$ cat config.mk
export PLATFORM = sky130hd
export DESIGN_NAME = cache_replacement_policy_engine_core
export DESIGN_NICKNAME = d
export VERILOG_FILES = /design/src/crpe_pkg.sv /design/src/crpe_scan.sv /design/src/cache_replacement_policy_engine_core.sv
export VERILOG_INCLUDE_DIRS = /design/src /design/src/src
export SDC_FILE = /design/constraint.sdc
export NUM_CORES = 1
export LEC_CHECK = 0
export ABC_AREA = 0
export BUFFER_PORTS_ARGS = -buffer_cell sky130_fd_sc_hd__buf_4
export CAP_MARGIN = 5
export CORE_ASPECT_RATIO = 0.7
export CORE_UTILIZATION = 25
export DETAILED_ROUTE_END_ITERATION = 6
export PLACE_DENSITY_LB_ADDON = 0.3
export SETUP_SLACK_MARGIN = 0.15
export SLEW_MARGIN = 20
export SYNTH_ARGS = -nofsm -noshare
export SYNTH_HDL_FRONTEND = slang
export SYNTH_HIERARCHICAL = 1
export SYNTH_SLANG_ARGS = --single-unit
export TNS_END_PERCENT = 50
$ cat constraint.sdc
create_clock -name clk_i -period 5.7 [get_ports clk_i]
set_input_delay 0.285 -clock clk_i [delete_from_list [all_inputs] [get_ports clk_i]]
set_output_delay 0.285 -clock clk_i [all_outputs]
set_load 0.05 [all_outputs]
$ cat src/assert_macros.svh
// ----------------------------------------------------------------------------
// Assertion macros
// Shared clocked assertion forms, sampled on clk_i and muted during reset.
// ----------------------------------------------------------------------------
`ifndef ASSERT_MACROS_SVH
`define ASSERT_MACROS_SVH

// Check that an implication holds at every clock edge out of reset
`define ASSERT_CLK(label, prop, msg) \
  label: assert property (@(posedge clk_i) disable iff (!rst_ni) prop) \
    else $error(msg);

// Check that an expression never holds out of reset
`define ASSERT_NEVER(label, expr, msg) \
  label: assert property (@(posedge clk_i) disable iff (!rst_ni) !(expr)) \
    else $error(msg);

`endif

$ cat src/crpe_pkg.sv
// ----------------------------------------------------------------------------
// crpe_pkg
// Types and constants shared by the replacement policy engine modules.
// ----------------------------------------------------------------------------
`timescale 1ns / 1ps

package crpe_pkg;

  localparam int unsigned ADDR_W     = 32;
  localparam int unsigned CNT_W      = 32;
  localparam int unsigned MODE_W     = 2;
  localparam int unsigned LINE_IDX_W = 3;
  localparam int unsigned OUT_W      = 8;

  // Policy codes; the unused code behaves as CLOCK
  localparam logic [MODE_W-1:0] POL_LRU   = 2'd0;
  localparam logic [MODE_W-1:0] POL_LFU   = 2'd1;
  localparam logic [MODE_W-1:0] POL_CLOCK = 2'd2;

  typedef enum logic [2:0] {
    ST_IDLE,
    ST_SCAN,
    ST_DECIDE,
    ST_SWEEP,
    ST_WRITE
  } state_e;

  // Outcome of one directory scan
  typedef struct packed {
    logic hit;
    logic empty;
  } scan_flags_t;

endpackage

$ cat src/crpe_scan.sv
// ----------------------------------------------------------------------------
// crpe_scan
// Shared compare unit: takes one directory line per cycle while cmp_valid_i
// is high and tracks the first hit, the first invalid line and the lowest-keyed line.
// ----------------------------------------------------------------------------
`timescale 1ns / 1ps

module crpe_scan #(
  parameter int unsigned LINES = 8,
  parameter int unsigned IW    = $clog2(LINES)
) (
  input  logic                        clk_i,
  input  logic                        rst_ni,
  input  logic                        clear_i,
  input  logic                        cmp_valid_i,
  input  logic [IW-1:0]               cmp_idx_i,
  input  logic                        line_valid_i,
  input  logic [crpe_pkg::ADDR_W-1:0] line_addr_i,
  input  logic [crpe_pkg::ADDR_W-1:0] target_i,
  input  logic [crpe_pkg::CNT_W-1:0]  key_i,
  input  logic [crpe_pkg::CNT_W-1:0]  count_i,
  output crpe_pkg::scan_flags_t       flags_o,
  output logic [IW-1:0]               hit_idx_o,
  output logic [IW-1:0]               empty_idx_o,
  output logic [IW-1:0]               min_idx_o,
  output logic [crpe_pkg::CNT_W-1:0]  hit_count_o
);
  import crpe_pkg::*;

  scan_flags_t      flags_q, flags_d;
  logic [IW-1:0]    hit_idx_q, hit_idx_d;
  logic [IW-1:0]    empty_idx_q, empty_idx_d;
  logic [IW-1:0]    min_idx_q, min_idx_d;
  logic [CNT_W-1:0] min_key_q, min_key_d;
  logic [CNT_W-1:0] hit_count_q, hit_count_d;
  logic             match;

  assign match = line_valid_i && (line_addr_i == target_i);

  // Fold the current line into the running results
  always_comb begin
    flags_d     = flags_q;
    hit_idx_d   = hit_idx_q;
    empty_idx_d = empty_idx_q;
    min_idx_d   = min_idx_q;
    min_key_d   = min_key_q;
    hit_count_d = hit_count_q;
    if (clear_i) begin
      flags_d = '0;
    end else if (cmp_valid_i) begin
      if (match && !flags_q.hit) begin
        flags_d.hit = 1'b1;
        hit_idx_d   = cmp_idx_i;
        hit_count_d = count_i;
      end
      if (!line_valid_i && !flags_q.empty) begin
        flags_d.empty = 1'b1;
        empty_idx_d   = cmp_idx_i;
      end
      // Strict compare keeps the lowest index on ties
      if (cmp_idx_i == '0 || key_i < min_key_q) begin
        min_key_d = key_i;
        min_idx_d = cmp_idx_i;
      end
    end
  end

  always_ff @(posedge clk_i or negedge rst_ni) begin
    if (!rst_ni) begin
      flags_q <= '0;
    end else begin
      flags_q <= flags_d;
    end
  end

  always_ff @(posedge clk_i) begin
    hit_idx_q   <= hit_idx_d;
    empty_idx_q <= empty_idx_d;
    min_idx_q   <= min_idx_d;
    min_key_q   <= min_key_d;
    hit_count_q <= hit_count_d;
  end

  assign flags_o     = flags_q;
  assign hit_idx_o   = hit_idx_q;
  assign empty_idx_o = empty_idx_q;
  assign min_idx_o   = min_idx_q;
  assign hit_count_o = hit_count_q;

endmodule

$ cat src/cache_replacement_policy_engine_core.sv
// ----------------------------------------------------------------------------
// cache_replacement_policy_engine_core
// Fully associative cache directory with LRU, LFU or CLOCK replacement.
// ----------------------------------------------------------------------------
// s_axis carries one access address per word (tdata = access_address).
// m_axis returns one word per access: tdata bit 0 is hit, bits 3:1 the line
// that hit, was filled or was replaced. cfg writes the policy mode (LRU is
// 0, LFU is 1, CLOCK is 2 or 3); the user must make such writes only while
// no access is in flight, as the block does not enforce it. cfg_ready_o is
// always high. The directory lives in memories with registered reads and is
// walked one line per cycle through a single compare unit. An access is
// accepted in idle, scanned, decided and written back; a CLOCK eviction
// sweeps the hand in between, clearing set reference bits until it meets a
// clear one. The result word is registered at write-back. s_axis_tready_o is
// high only in idle: a new access waits until the last one is written back.
// Reset empties the directory, clears the access counter, the clock hand and
// the mode (LRU). A result word waits in the output register while the
// receiver stalls; the next access is taken and scanned meanwhile and holds
// before its write-back until that word is taken.
// ----------------------------------------------------------------------------
`timescale 1ns / 1ps
`include "assert_macros.svh"

module cache_replacement_policy_engine_core #(
  parameter int unsigned LINES = 8
) (
  input  logic                          clk_i,
  input  logic                          rst_ni,
  // Config channel: policy mode
  input  logic                          cfg_valid_i,
  output logic                          cfg_ready_o,
  input  logic [crpe_pkg::MODE_W-1:0]   cfg_data_i,
  // Access in: [31:0] access_address
  input  logic                          s_axis_tvalid_i,
  output logic                          s_axis_tready_o,
  input  logic [crpe_pkg::ADDR_W-1:0]   s_axis_tdata_i,
  // Result out: [0] hit, [3:1] line_index, [7:4] zero
  output logic                          m_axis_tvalid_o,
  input  logic                          m_axis_tready_i,
  output logic [crpe_pkg::OUT_W-1:0]    m_axis_tdata_o
);
  import crpe_pkg::*;

  localparam int unsigned    IW   = $clog2(LINES);
  localparam logic [IW-1:0]  LAST = IW'(LINES - 1);

  state_e            state_q, state_d;
  logic [MODE_W-1:0] mode_q;
  logic [MODE_W-1:0] cur_mode_q, cur_mode_d;
  logic [ADDR_W-1:0] target_q, target_d;
  logic [CNT_W-1:0]  counter_q, counter_d;
  logic [IW-1:0]     hand_q, hand_d;
  logic [LINES-1:0]  valid_q, valid_d;
  logic [LINES-1:0]  ref_q, ref_d;
  logic [LINES-1:0]  lu_wr_q, lu_wr_d;
  logic [LINES-1:0]  uc_wr_q, uc_wr_d;
  logic [IW-1:0]     rd_ptr_q, rd_ptr_d;
  logic              issue_q, issue_d;
  logic              cmp_valid_q, cmp_valid_d;
  logic [IW-1:0]     cmp_idx_q, cmp_idx_d;
  logic [IW-1:0]     victim_q, victim_d;
  logic              out_valid_q, out_valid_d;
  logic [OUT_W-1:0]  out_data_q, out_data_d;

  logic              in_fire;
  logic              scan_clear;
  logic              wr_go;

  // Directory memories and their registered read data
  logic [ADDR_W-1:0] addr_mem [LINES];
  logic [CNT_W-1:0]  lu_mem   [LINES];
  logic [CNT_W-1:0]  uc_mem   [LINES];
  logic [ADDR_W-1:0] addr_rd_q;
  logic [CNT_W-1:0]  lu_rd_q;
  logic [CNT_W-1:0]  uc_rd_q;
  logic              addr_we;
  logic              lu_we;
  logic              uc_we;
  logic [CNT_W-1:0]  lu_wdata;
  logic [CNT_W-1:0]  uc_wdata;

  // Compare unit feed and results
  logic [CNT_W-1:0]  lu_key;
  logic [CNT_W-1:0]  uc_key;
  logic [CNT_W-1:0]  scan_key;
  scan_flags_t       flags;
  logic [IW-1:0]     hit_idx;
  logic [IW-1:0]     empty_idx;
  logic [IW-1:0]     min_idx;
  logic [CNT_W-1:0]  hit_count;

  assign in_fire         = s_axis_tvalid_i && s_axis_tready_o;
  assign s_axis_tready_o = (state_q == ST_IDLE);
  assign cfg_ready_o     = 1'b1;
  assign scan_clear      = in_fire;
  assign wr_go           = (state_q == ST_WRITE) && (!out_valid_q || m_axis_tready_i);

  // Lines never written read as zero
  assign lu_key   = lu_wr_q[cmp_idx_q] ? lu_rd_q : '0;
  assign uc_key   = uc_wr_q[cmp_idx_q] ? uc_rd_q : '0;
  assign scan_key = (cur_mode_q == POL_LRU) ? lu_key : uc_key;

  crpe_scan #(
    .LINES (LINES),
    .IW    (IW)
  ) u_scan (
    .clk_i        (clk_i),
    .rst_ni       (rst_ni),
    .clear_i      (scan_clear),
    .cmp_valid_i  (cmp_valid_q),
    .cmp_idx_i    (cmp_idx_q),
    .line_valid_i (valid_q[cmp_idx_q]),
    .line_addr_i  (addr_rd_q),
    .target_i     (target_q),
    .key_i        (scan_key),
    .count_i      (uc_key),
    .flags_o      (flags),
    .hit_idx_o    (hit_idx),
    .empty_idx_o  (empty_idx),
    .min_idx_o    (min_idx),
    .hit_count_o  (hit_count)
  );

  // Sequencer: scan, pick the line, sweep the hand, write back
  always_comb begin
    state_d     = state_q;
    cur_mode_d  = cur_mode_q;
    target_d    = target_q;
    counter_d   = counter_q;
    hand_d      = hand_q;
    valid_d     = valid_q;
    ref_d       = ref_q;
    lu_wr_d     = lu_wr_q;
    uc_wr_d     = uc_wr_q;
    rd_ptr_d    = rd_ptr_q;
    issue_d     = issue_q;
    cmp_valid_d = 1'b0;
    cmp_idx_d   = cmp_idx_q;
    victim_d    = victim_q;
    out_valid_d = out_valid_q && !m_axis_tready_i;
    out_data_d  = out_data_q;
    addr_we     = 1'b0;
    lu_we       = 1'b0;
    uc_we       = 1'b0;
    lu_wdata    = counter_q;
    uc_wdata    = CNT_W'(1);

    unique case (state_q)
      ST_IDLE: begin
        if (in_fire) begin
          target_d   = s_axis_tdata_i;
          counter_d  = counter_q + CNT_W'(1);
          cur_mode_d = mode_q;
          rd_ptr_d   = '0;
          issue_d    = 1'b1;
          state_d    = ST_SCAN;
        end
      end
      ST_SCAN: begin
        // Issue one read a cycle, compare it in the cycle after
        if (issue_q) begin
          cmp_valid_d = 1'b1;
          cmp_idx_d   = rd_ptr_q;
          if (rd_ptr_q == LAST) begin
            issue_d = 1'b0;
          end else begin
            rd_ptr_d = rd_ptr_q + IW'(1);
          end
        end
        if (cmp_valid_q && cmp_idx_q == LAST) begin
          state_d = ST_DECIDE;
        end
      end
      ST_DECIDE: begin
        if (flags.hit) begin
          victim_d = hit_idx;
          state_d  = ST_WRITE;
        end else if (flags.empty) begin
          victim_d = empty_idx;
          state_d  = ST_WRITE;
        end else if (cur_mode_q == POL_LRU || cur_mode_q == POL_LFU) begin
          victim_d = min_idx;
          state_d  = ST_WRITE;
        end else begin
          state_d = ST_SWEEP;
        end
      end
      ST_SWEEP: begin
        // Clear set bits and advance; take the first clear line
        hand_d = (hand_q == LAST) ? '0 : hand_q + IW'(1);
        if (ref_q[hand_q]) begin
          ref_d[hand_q] = 1'b0;
        end else begin
          victim_d = hand_q;
          state_d  = ST_WRITE;
        end
      end
      ST_WRITE: begin
        if (wr_go) begin
          if (!flags.hit) begin
            addr_we           = 1'b1;
            valid_d[victim_q] = 1'b1;
          end
          case (cur_mode_q)
            POL_LRU: begin
              lu_we             = 1'b1;
              lu_wr_d[victim_q] = 1'b1;
            end
            POL_LFU: begin
              uc_we             = 1'b1;
              uc_wr_d[victim_q] = 1'b1;
              if (flags.hit) begin
                uc_wdata = (hit_count == '1) ? hit_count : hit_count + CNT_W'(1);
              end
            end
            default: begin
              ref_d[victim_q] = 1'b1;
            end
          endcase
          out_valid_d = 1'b1;
          out_data_d  = {(OUT_W - LINE_IDX_W - 1)'(0), LINE_IDX_W'(victim_q), flags.hit};
          state_d     = ST_IDLE;
        end
      end
      default: begin
        state_d = ST_IDLE;
      end
    endcase
  end

  // Hold control state
  always_ff @(posedge clk_i or negedge rst_ni) begin
    if (!rst_ni) begin
      state_q     <= ST_IDLE;
      mode_q      <= POL_LRU;
      cur_mode_q  <= POL_LRU;
      counter_q   <= '0;
      hand_q      <= '0;
      valid_q     <= '0;
      ref_q       <= '0;
      lu_wr_q     <= '0;
      uc_wr_q     <= '0;
      rd_ptr_q    <= '0;
      issue_q     <= 1'b0;
      cmp_valid_q <= 1'b0;
      cmp_idx_q   <= '0;
      victim_q    <= '0;
      out_valid_q <= 1'b0;
    end else begin
      state_q     <= state_d;
      if (cfg_valid_i && cfg_ready_o) begin
        mode_q <= cfg_data_i;
      end
      cur_mode_q  <= cur_mode_d;
      counter_q   <= counter_d;
      hand_q      <= hand_d;
      valid_q     <= valid_d;
      ref_q       <= ref_d;
      lu_wr_q     <= lu_wr_d;
      uc_wr_q     <= uc_wr_d;
      rd_ptr_q    <= rd_ptr_d;
      issue_q     <= issue_d;
      cmp_valid_q <= cmp_valid_d;
      cmp_idx_q   <= cmp_idx_d;
      victim_q    <= victim_d;
      out_valid_q <= out_valid_d;
    end
  end

  // Hold payload
  always_ff @(posedge clk_i) begin
    target_q   <= target_d;
    out_data_q <= out_data_d;
  end

  // Line address memory
  always_ff @(posedge clk_i) begin
    if (addr_we) begin
      addr_mem[victim_q] <= target_q;
    end
    addr_rd_q <= addr_mem[rd_ptr_q];
  end

  // Last-use timestamp memory
  always_ff @(posedge clk_i) begin
    if (lu_we) begin
      lu_mem[victim_q] <= lu_wdata;
    end
    lu_rd_q <= lu_mem[rd_ptr_q];
  end

  // Use-count memory
  always_ff @(posedge clk_i) begin
    if (uc_we) begin
      uc_mem[victim_q] <= uc_wdata;
    end
    uc_rd_q <= uc_mem[rd_ptr_q];
  end

  assign m_axis_tvalid_o = out_valid_q;
  assign m_axis_tdata_o  = out_data_q;

  `ASSERT_NEVER(a_hand_range, hand_q > LAST, "clock hand beyond last line")
  `ASSERT_CLK(a_sweep_full, state_q == ST_SWEEP |-> &valid_q, "sweep with a free line")
  `ASSERT_CLK(a_out_from_write, $rose(m_axis_tvalid_o) |-> $past(state_q == ST_WRITE),
              "result raised outside write-back")
  `ASSERT_CLK(a_fill_valid, wr_go && !flags.hit |=> valid_q[$past(victim_q)],
              "filled line not marked valid")

endmodule
**Word level (Yosys, flattened, before mapping)**

Memories as Yosys holds them, arrays and structs flattened. A register that Yosys moved wholly into a read port is not among the register bits.
Index checks and enable logic that the tools add are counted.

- Register bits after elaboration: 197
- Memory bits (writable): 768
- Output and inout bits: 11
- Logic and storage cells: 176
- Memories kept: 3

- Add/subtract/negate cells: 4
- Order comparisons: 6
- Eq/ne operators: 19
- Mux-type cells: 69
- Bitwise logic cells: 8
- Reductions and logical operators: 43

Memory list:

| name | words | bits a word | read ports | clocked after memory_dff | write ports | line | text |
|---|---|---|---|---|---|---|---|
| addr_mem | 8 | 32 | 1 | 1 | 1 | cache_replacement_policy_engine_core.sv:70 | `logic [ADDR_W-1:0] addr_mem [LINES];` |
| lu_mem | 8 | 32 | 1 | 1 | 1 | cache_replacement_policy_engine_core.sv:71 | `logic [CNT_W-1:0] lu_mem [LINES];` |
| uc_mem | 8 | 32 | 1 | 1 | 1 | cache_replacement_policy_engine_core.sv:72 | `logic [CNT_W-1:0] uc_mem [LINES];` |

Operator list:

| cell | count |
|---|---|
| two-way mux 32 bit | 8 |
| adder 32 x 1 -> 32 bit, second input constant | 2 |
| two-way mux 3 bit | 15 |
| == test 32 bit | 1 |
| == test 32 bit, second input constant | 1 |
| < comparator 32 bit | 1 |
| bitwise OR 8 bit | 4 |
| two-way mux 1 bit | 30 |
| two-way mux 8 bit | 3 |
| AND reduction 3 bit | 7 |
| case mux 8 bit (2 select lines) | 1 |
| case mux 3 bit (5 select lines) | 1 |
| != test 2 bit, second input constant | 7 |
| binary-select mux 1 bit (select 3 bit) | 4 |
| == test 3 bit, second input constant | 4 |
| < comparator 3 x 4 -> 1 bit, second input constant | 3 |
| case mux 3 bit (2 select lines) | 2 |
| AND reduction 2 bit | 6 |
| AND reduction 4 bit | 3 |
| nonzero test 2 bit | 6 |
| logical AND 1 bit | 9 |
| bitwise AND 8 bit | 1 |
| NOT 8 bit | 1 |
| adder 3 x 1 -> 3 bit, second input constant | 2 |
| other kinds (15) | 27 |

**Depth between registers and ports, before layout**

Gate-level depths: netlist of run 1.

- Depth after elaboration: 8
- Gate-level depth with buffers: 12
- Mapped depth without buffers: 10

**Cells and area by module**

Netlist of run 1, hierarchy kept.

Modules (own cells, without submodules):

| module | times used | cells each | area each (um^2) |
|---|---|---|---|
| cache_replacement_policy_engine_core | 1 | 1866 | 37299.5 |
| crpe_scan | 1 | 243 | 3459.6 |

**Worst setup path before layout of run 1**

No wires, ideal clock.

- Path kind: flip-flop to flip-flop
- Start: register state_q[0]
- End: register u_scan.hit_count_q[0] (netlist: u_scan/hit_count_o[0]) (enable)
- Library setup time: 515 ps
- Arrival: 5173 ps
- Slack: 12 ps
- Cell stages (with the launch flop): 10
- Path buffers: 2
- Clock period less this slack: 5688 ps
- Cell sequence: dfrtp_1 -> buf_2 -> or4b_1 -> buf_4 -> inv_1 -> inv_2 -> nand2_4 -> nor4_2 -> nand2_1 -> nor4_1

- Word-level cells in the longest chain between the ends: 4

Ends and longest elaborated chain:

| item | line | text |
|---|---|---|
| from (decl) | cache_replacement_policy_engine_core.sv:47 | `state_e state_q, state_d;` |
| from (signal assigned) | cache_replacement_policy_engine_core.sv:250 | `state_q <= state_d;` |
| logical NOT 3 bit | cache_replacement_policy_engine_core.sv:93 | `assign s_axis_tready_o = (state_q == ST_IDLE);` |
| logical AND 1 bit | cache_replacement_policy_engine_core.sv:92 | `assign in_fire = s_axis_tvalid_i && s_axis_tready_o;` |
| via in_fire | cache_replacement_policy_engine_core.sv:65 | `logic in_fire;` |
| NOT 1 bit (no source line) | - |  |
| AND reduction 3 bit (no source line) | - |  |
| to (signal assigned) | crpe_scan.sv:81 | `hit_count_q <= hit_count_d;` |
| to (decl) | crpe_scan.sv:35 | `logic [CNT_W-1:0] hit_count_q, hit_count_d;` |

The timed path passes the listed nets, and every way through them passes these cells.
A chain may end at the register's enable or synchronous reset.

**Worst setup path after layout of run 1**

- Start: register cmp_idx_q[0]
- End: register u_scan.min_key_q[19] (enable)

- Word-level cells in the longest chain between the ends: 7

Ends and longest elaborated chain:

| item | line | text |
|---|---|---|
| from (decl) | cache_replacement_policy_engine_core.sv:60 | `logic [IW-1:0] cmp_idx_q, cmp_idx_d;` |
| from (signal assigned) | cache_replacement_policy_engine_core.sv:264 | `cmp_idx_q <= cmp_idx_d;` |
| binary-select mux 1 bit (select 3 bit) (on tied branches) | cache_replacement_policy_engine_core.sv:100, cache_replacement_policy_engine_core.sv:99 |  |
| two-way mux 1 bit (on tied branches) | cache_replacement_policy_engine_core.sv:100, cache_replacement_policy_engine_core.sv:99 |  |
| two-way mux 32 bit (on tied branches) | cache_replacement_policy_engine_core.sv:100, cache_replacement_policy_engine_core.sv:99 |  |
| two-way mux 32 bit * | cache_replacement_policy_engine_core.sv:101 | `assign scan_key = (cur_mode_q == POL_LRU) ? lu_key : uc_key;` |
| via scan_key[25] | cache_replacement_policy_engine_core.sv:85 | `logic [CNT_W-1:0] scan_key;` |
| < comparator 32 bit * | crpe_scan.sv:61 | `if (cmp_idx_i == '0 \|\| key_i < min_key_q) begin` |
| logical OR 1 bit * | crpe_scan.sv:61 |  |
| AND reduction 3 bit (no source line) * | - |  |
| to (signal assigned) | crpe_scan.sv:80 | `min_key_q <= min_key_d;` |
| to (decl) | crpe_scan.sv:34 | `logic [CNT_W-1:0] min_key_q, min_key_d;` |

The timed path passes the listed nets; every way through them passes the cells marked *. The select of a mux whose other input is x is not followed.

==> metrics.txt, run 1 <==
core area=161000 µm²; drt pass-1 iters=7; pwr dens=421 nW/µm²; WS Path Type=flop to flop; ys flop type=edfxtp_1; VDD IR max=0.000532 V; area of the mapped netlist=40800 µm²; global-route wire length before repair=139000 µm; number of synthesis warnings=6; DR vias=19700; Crit. End Element=flop; top cells by count, synth=edfxtp_1, mux4_2, mux2_2, dfxtp_1, dfrtp_1; Synth area leader=edfxtp_1; Relative slew margins=0.292; Max-Cap Viols=0; fin nets=2323; share of cells above drive strength 1=0.264; most crowded layer after global routing=met1; total gr overflow=0; Area contributors post-synth=edfxtp_1, mux4_2, dfrtp_1; Lkg Pwr=16.4 nW; Final min period=4960 ps; Final Skew=65.5 ps; CP Launch Type=flop; HP Class=primary input to async pin; met3 Usage GRT=0.0236; fin crit share=0.870; share of the synthesized area in the top cell type=0.646; gr usage total=0.113; Clock Sinks=1061; Area Overhead vs Synth=17.5%; Final Hold Vio Count=0; Die Area=165000 µm²; synthesized flop and latch total=1061; Worst EP arrival=5320 ps; Max Root-Sink Buffers=3; DR DRC count=0; setup ws final=740 ps; initial drt markers=1564; Antenna Nets Post-Route=0; starting density of the core=0.253; outcome=completed; Setup Fix Bufs, Post-CTS=0; initial antenna violation count=4; Post-Synthesis Cells=2109; Die W=485 µm; clock insertion delay at the later pin of the skew report=740 ps; number of global-route vias before repair=20700; CTS tree=done; slew at the pin with the worst max-slew slack=1060 ps; Final Max Slew Viols=0; GR Util met1=0.168; GRT met2 Usage=0.167; Fmax=0.202 GHz; clock slew at reported path FFs=60 ps; RSZ-0062 raised after global routing=no; Die Y=340 µm; sequential fraction of the synthesis area=0.747; WL per Instance=20.8 µm; routed wire length=92800 µm; Synth Area per Inst=19.3 µm²; placed inst area=44000 µm²; Post-synth EDFFs=877; Std-Cell Rows=123; Setup TNS=0 ps; CTS Buf Count=100; final setup fails=0; post-route design area=47900 µm²; largest net degree at the start of global routing=133; dpl ws=835 ps; via/cell ratio=4.42; CTS Root Cell=clkbuf_16; Critical Path RT=6060 ps; Ports=50; dpl hpwl=55300 µm; most frequent cell after synthesis=edfxtp_1; Distinct cells, synth=60; Critical Path Fanout Max=20; Routability Congestion=0.796; ys async rst share=0.0829; H-tree depth=3; PortBufs=44
## metrics by stage
stage	hold slack, ps	instances	power, mW	utilization
after global placement	315	4231	13.3	0.273
after detailed placement	318	4232	13.3	0.273
after CTS	121	4458	20.5	0.297
final	150	4460	20.2	0.297
after global routing	155	4459	21.0	0.297
after floorplan	-10.6	2112	12.2	-
## final cells by class
class	count	area [µm²]
Clock buffer	138	2740
Fill cell	15600	113000
Timing Repair Buffer	124	1100
Sequential cell	1061	30500
Clock inverter	50	773
Inverter	41	154
Antenna cell	2	5.00
Tap cell	2125	2660
Multi-Input combinational cell	919	10000
## placed cells by master, fill, tap and decap left out, drive strengths merged, types with 35 or more instances in the layout
| master | n |
|---|---|
| nor2 | 71 |
| clkbuf | 138 |
| dlygate4sd3 | 38 |
| nor2b | 39 |
| mux2 | 104 |
| ha | 37 |
| dfxtp | 96 |
| nand3 | 35 |
| mux4 | 199 |
| buf | 86 |
| dfrtp | 88 |
| nand2 | 79 |
| xnor2 | 60 |
| inv | 44 |
| edfxtp | 877 |
## path summary, 6_finish.rpt
path | cells after the start | from | end | slack [ps]
max | 12 | cmp_idx_q[0] | u_scan/min_key_q[19] | 740
min | 2 | rst_ni | counter_q[20] | 150
max reg2reg | 12 | cmp_idx_q[0] | u_scan/min_key_q[19] | 740
min reg2reg | 1 | lu_wr_q[3] | lu_wr_q[3] | 470
max in group asynchronous | 3 | rst_ni | rd_ptr_q[2] | 4280
min in group clk_i | 3 | m_axis_tready_i | m_axis_tvalid_o | 220
## critical path, stage by stage, from the launching register on
cell       delay (ps)
dfrtp_1           690
mux4_2            360
mux2i_4            80
nor2_2            620
buf_4             360
a22o_1            180
ha_1              250
a21oi_1           170
o21ai_1            90
a221oi_1          450
o2111ai_1         280
a21oi_4           660
buf_4             380
## layer usage
metal	vias to the layer above	routed length, µm	part of all wire
met4	0	1690	0.018
met3	115	4440	0.048
met1	10500	46100	0.50
li1	8646	-	-
met2	425	40600	0.44
met5	-	0	0
## state kept, by name, indices dropped and copies added, names as in the netlist, 4 cells and up
signal	cells
addr_mem	256
lu_mem	256
uc_mem	256
addr_rd_q	32
counter_q	32
lu_rd_q	32
target_q	32
u_scan/hit_count_o	32
u_scan/min_key_q	32
uc_rd_q	32
lu_wr_q	8
ref_q	8
uc_wr_q	8
valid_q	8
m_axis_tdata_o	4
## cell families after synthesis
kind of cell	Yosys count	synth area share
flops	1061	0.747
xor+xnor	86	0.0185
mux	314	0.141
other cells	2	0.000184
simple gates	358	0.0479
buf+inv	132	0.0133
compound gates	119	0.0201
fa+ha+maj	37	0.0114
## report_power, final
group	total (mW)	internal [mW]	switching [mW]
Combinational	3.52	1.75	1.77
Sequential	9.60	8.98	0.615
Clock	7.05	4.08	2.97
## timing repair
| item | in CTS | in global routing |
|---|---|---|
| hold buffers | 38 | 0 |
| gates resized for setup | 0 | 0 |
| hold endpoints to repair | 70 | 0 |
No activity file was read; power rests on OpenSTA's default activity.
==> inputs of run 2 (changes only) <==
==> constraint.sdc (replaced) <==
create_clock -name clk_i -period 6.24 [get_ports clk_i]
set_input_delay 0.312 -clock clk_i [delete_from_list [all_inputs] [get_ports clk_i]]
set_output_delay 0.312 -clock clk_i [all_outputs]
set_load 0.05 [all_outputs]
==> metrics.txt, run 2 (synthesized netlist as in run 1, its figures left out) <==
commonest non-fill, non-tap cell in the layout=edfxtp_1; clock slew at reported path FFs=70 ps; Std-Cell Rows=123; placed inst area=43900 µm²; Critical Path Fanout Max=33; DR DRC count=0; Max-Cap Viols=0; dpl ws=1280 ps; outcome=completed; fin util=0.296; internal power=13.2 mW; Relative slew margins=0.305; Max Root-Sink Buffers=3; gr usage total=0.115; slew at the pin with the worst max-slew slack=1030 ps; post-CTS sizing=0; RSZ-0062 raised after global routing=no; Critical Path RT=6610 ps; Final Skew=57.9 ps; initial antenna violation count=5; post-route design area=47700 µm²; Setup TNS=0 ps; drt pass-1 iters=7; initial drt markers=1510; DR vias=19900; Die Y=340 µm; via/cell ratio=4.45; VDD IR max=0.000416 V; Die Area=165000 µm²; Switching Fraction=0.274; share of cells above drive strength 1=0.266; PortBufs=44; dpl hpwl=56700 µm; Antenna Nets Post-Route=0; Final Max Slew Viols=0; Setup Fix Bufs, Post-CTS=0; CTS Buf Count=100; fin crit share=0.803; Fmax=0.199 GHz; Die W=485 µm; Crit. End Element=flop; CTS tree=done; Sequential Power Share=0.489; Filler cells=15700; CP Launch Type=flop; clock share of power=0.339; number of global-route vias before repair=20800; Hold-fix buffers, CTS=38; Final Hold Vio Count=0; clock insertion delay at the later pin of the skew report=750 ps; Comb pwr share=0.171; WL per Instance=21.3 µm; Area Overhead vs Synth=17.1%; Lkg Pwr=16.3 nW; Clock Sinks=1061; final setup fails=0; WS Path Type=flop to flop; P_sw=4.99 mW; CTS Root Cell=clkbuf_16; Routability Congestion=0.801; Largest regs=addr_mem (256), lu_mem (256), uc_mem (256); H-tree depth=3; fin nets=2321; total gr overflow=0; most frequent cells in the layout=edfxtp_1, mux4_2, mux2_2; starting density of the core=0.253; HP Class=primary input to async pin; global-route wire length before repair=141000 µm; Ports=50; routed wire length=94800 µm; Final min period=5010 ps; largest net degree at the start of global routing=150; Worst EP arrival=5390 ps; core area=161000 µm²; pwr dens=381 nW/µm²; setup ws final=1230 ps
-- run 2: changes by cell type in the layout (fill, tap and decap cells not counted), moves of 2 or more --
cell	previous run	this run
clkbuf_1	29	24
clkinv_2	15	20
clkinvlp_4	1	6
clkbuf_8	9	15
bufinv_16	15	5
inv_6	3	0
diode_2	2	4
-- run 2: power by group through the flow --
stage          sequential, mW  clock, mW  combinational [mW]
2_1_floorplan            8.55          0                2.55
3_3_place_gp             9.04          0                3.10
3_5_place_dp             9.06          0                3.14
4_1_cts                  8.92       6.36                3.18
5_1_grt                  8.98       6.63                3.37
6_report                 8.91       6.18                3.12
-- run 2: worst max-delay path, cell delays in order, from the launching register on --
cell and delay [ps]:
dfrtp_1 740, mux4_2 620, mux2i_4 150, buf_4 380, nor2_4 240, a22o_1 260, ha_1 310, a21oi_1 150
o21ai_1 100, a221oi_1 470, o2111ai_1 300, a21oi_4 510, buf_4 390
-- run 2: path summary, 6_finish.rpt --
kind	start	end	cells after the start	slack, ps
setup / recovery	cmp_idx_q[0]	u_scan/min_key_q[16]	12	1230
hold / removal	rst_ni	counter_q[18]	2	70
setup reg to reg	cmp_idx_q[0]	u_scan/min_key_q[16]	12	1230
hold reg to reg	uc_wr_q[3]	uc_wr_q[3]	1	470
max in group asynchronous	rst_ni	rd_ptr_q[2]	3	4820
min in group clk_i	m_axis_tready_i	m_axis_tvalid_o	3	210
-- run 2: cell type report --
class                           instances  area (µm²)  area share
Clock inverter                         50         543      0.0114
Antenna cell                            4        10.0    0.000210
Sequential cell                      1061       30500       0.639
Tap cell                             2125        2660      0.0557
Inverter                               41         154     0.00323
Clock buffer                          140        2820      0.0592
Multi-Input combinational cell        919       10000       0.210
Timing Repair Buffer                  122        1050      0.0220
-- run 2: per-stage QoR --
stage / hold slack [ps] / std cells / power, mW
global placement: 246 / 4230 / 12.1
CTS: 32.6 / 4458 / 18.5
floorplan: 16.4 / 2112 / 11.1
finish: 65.5 / 4462 / 18.2
detailed placement: 252 / 4230 / 12.2
global route: 61.0 / 4459 / 19.0
-- run 2: layer usage --
metal / share of wire / up-vias / track usage
li1: - / 8652 / -
met1: 0.50 / 10700 / 0.175
met2: 0.43 / 432 / 0.167
met3: 0.045 / 125 / 0.0220
met4: 0.017 / 0 / 0.0271
met5: 0 / - / 0
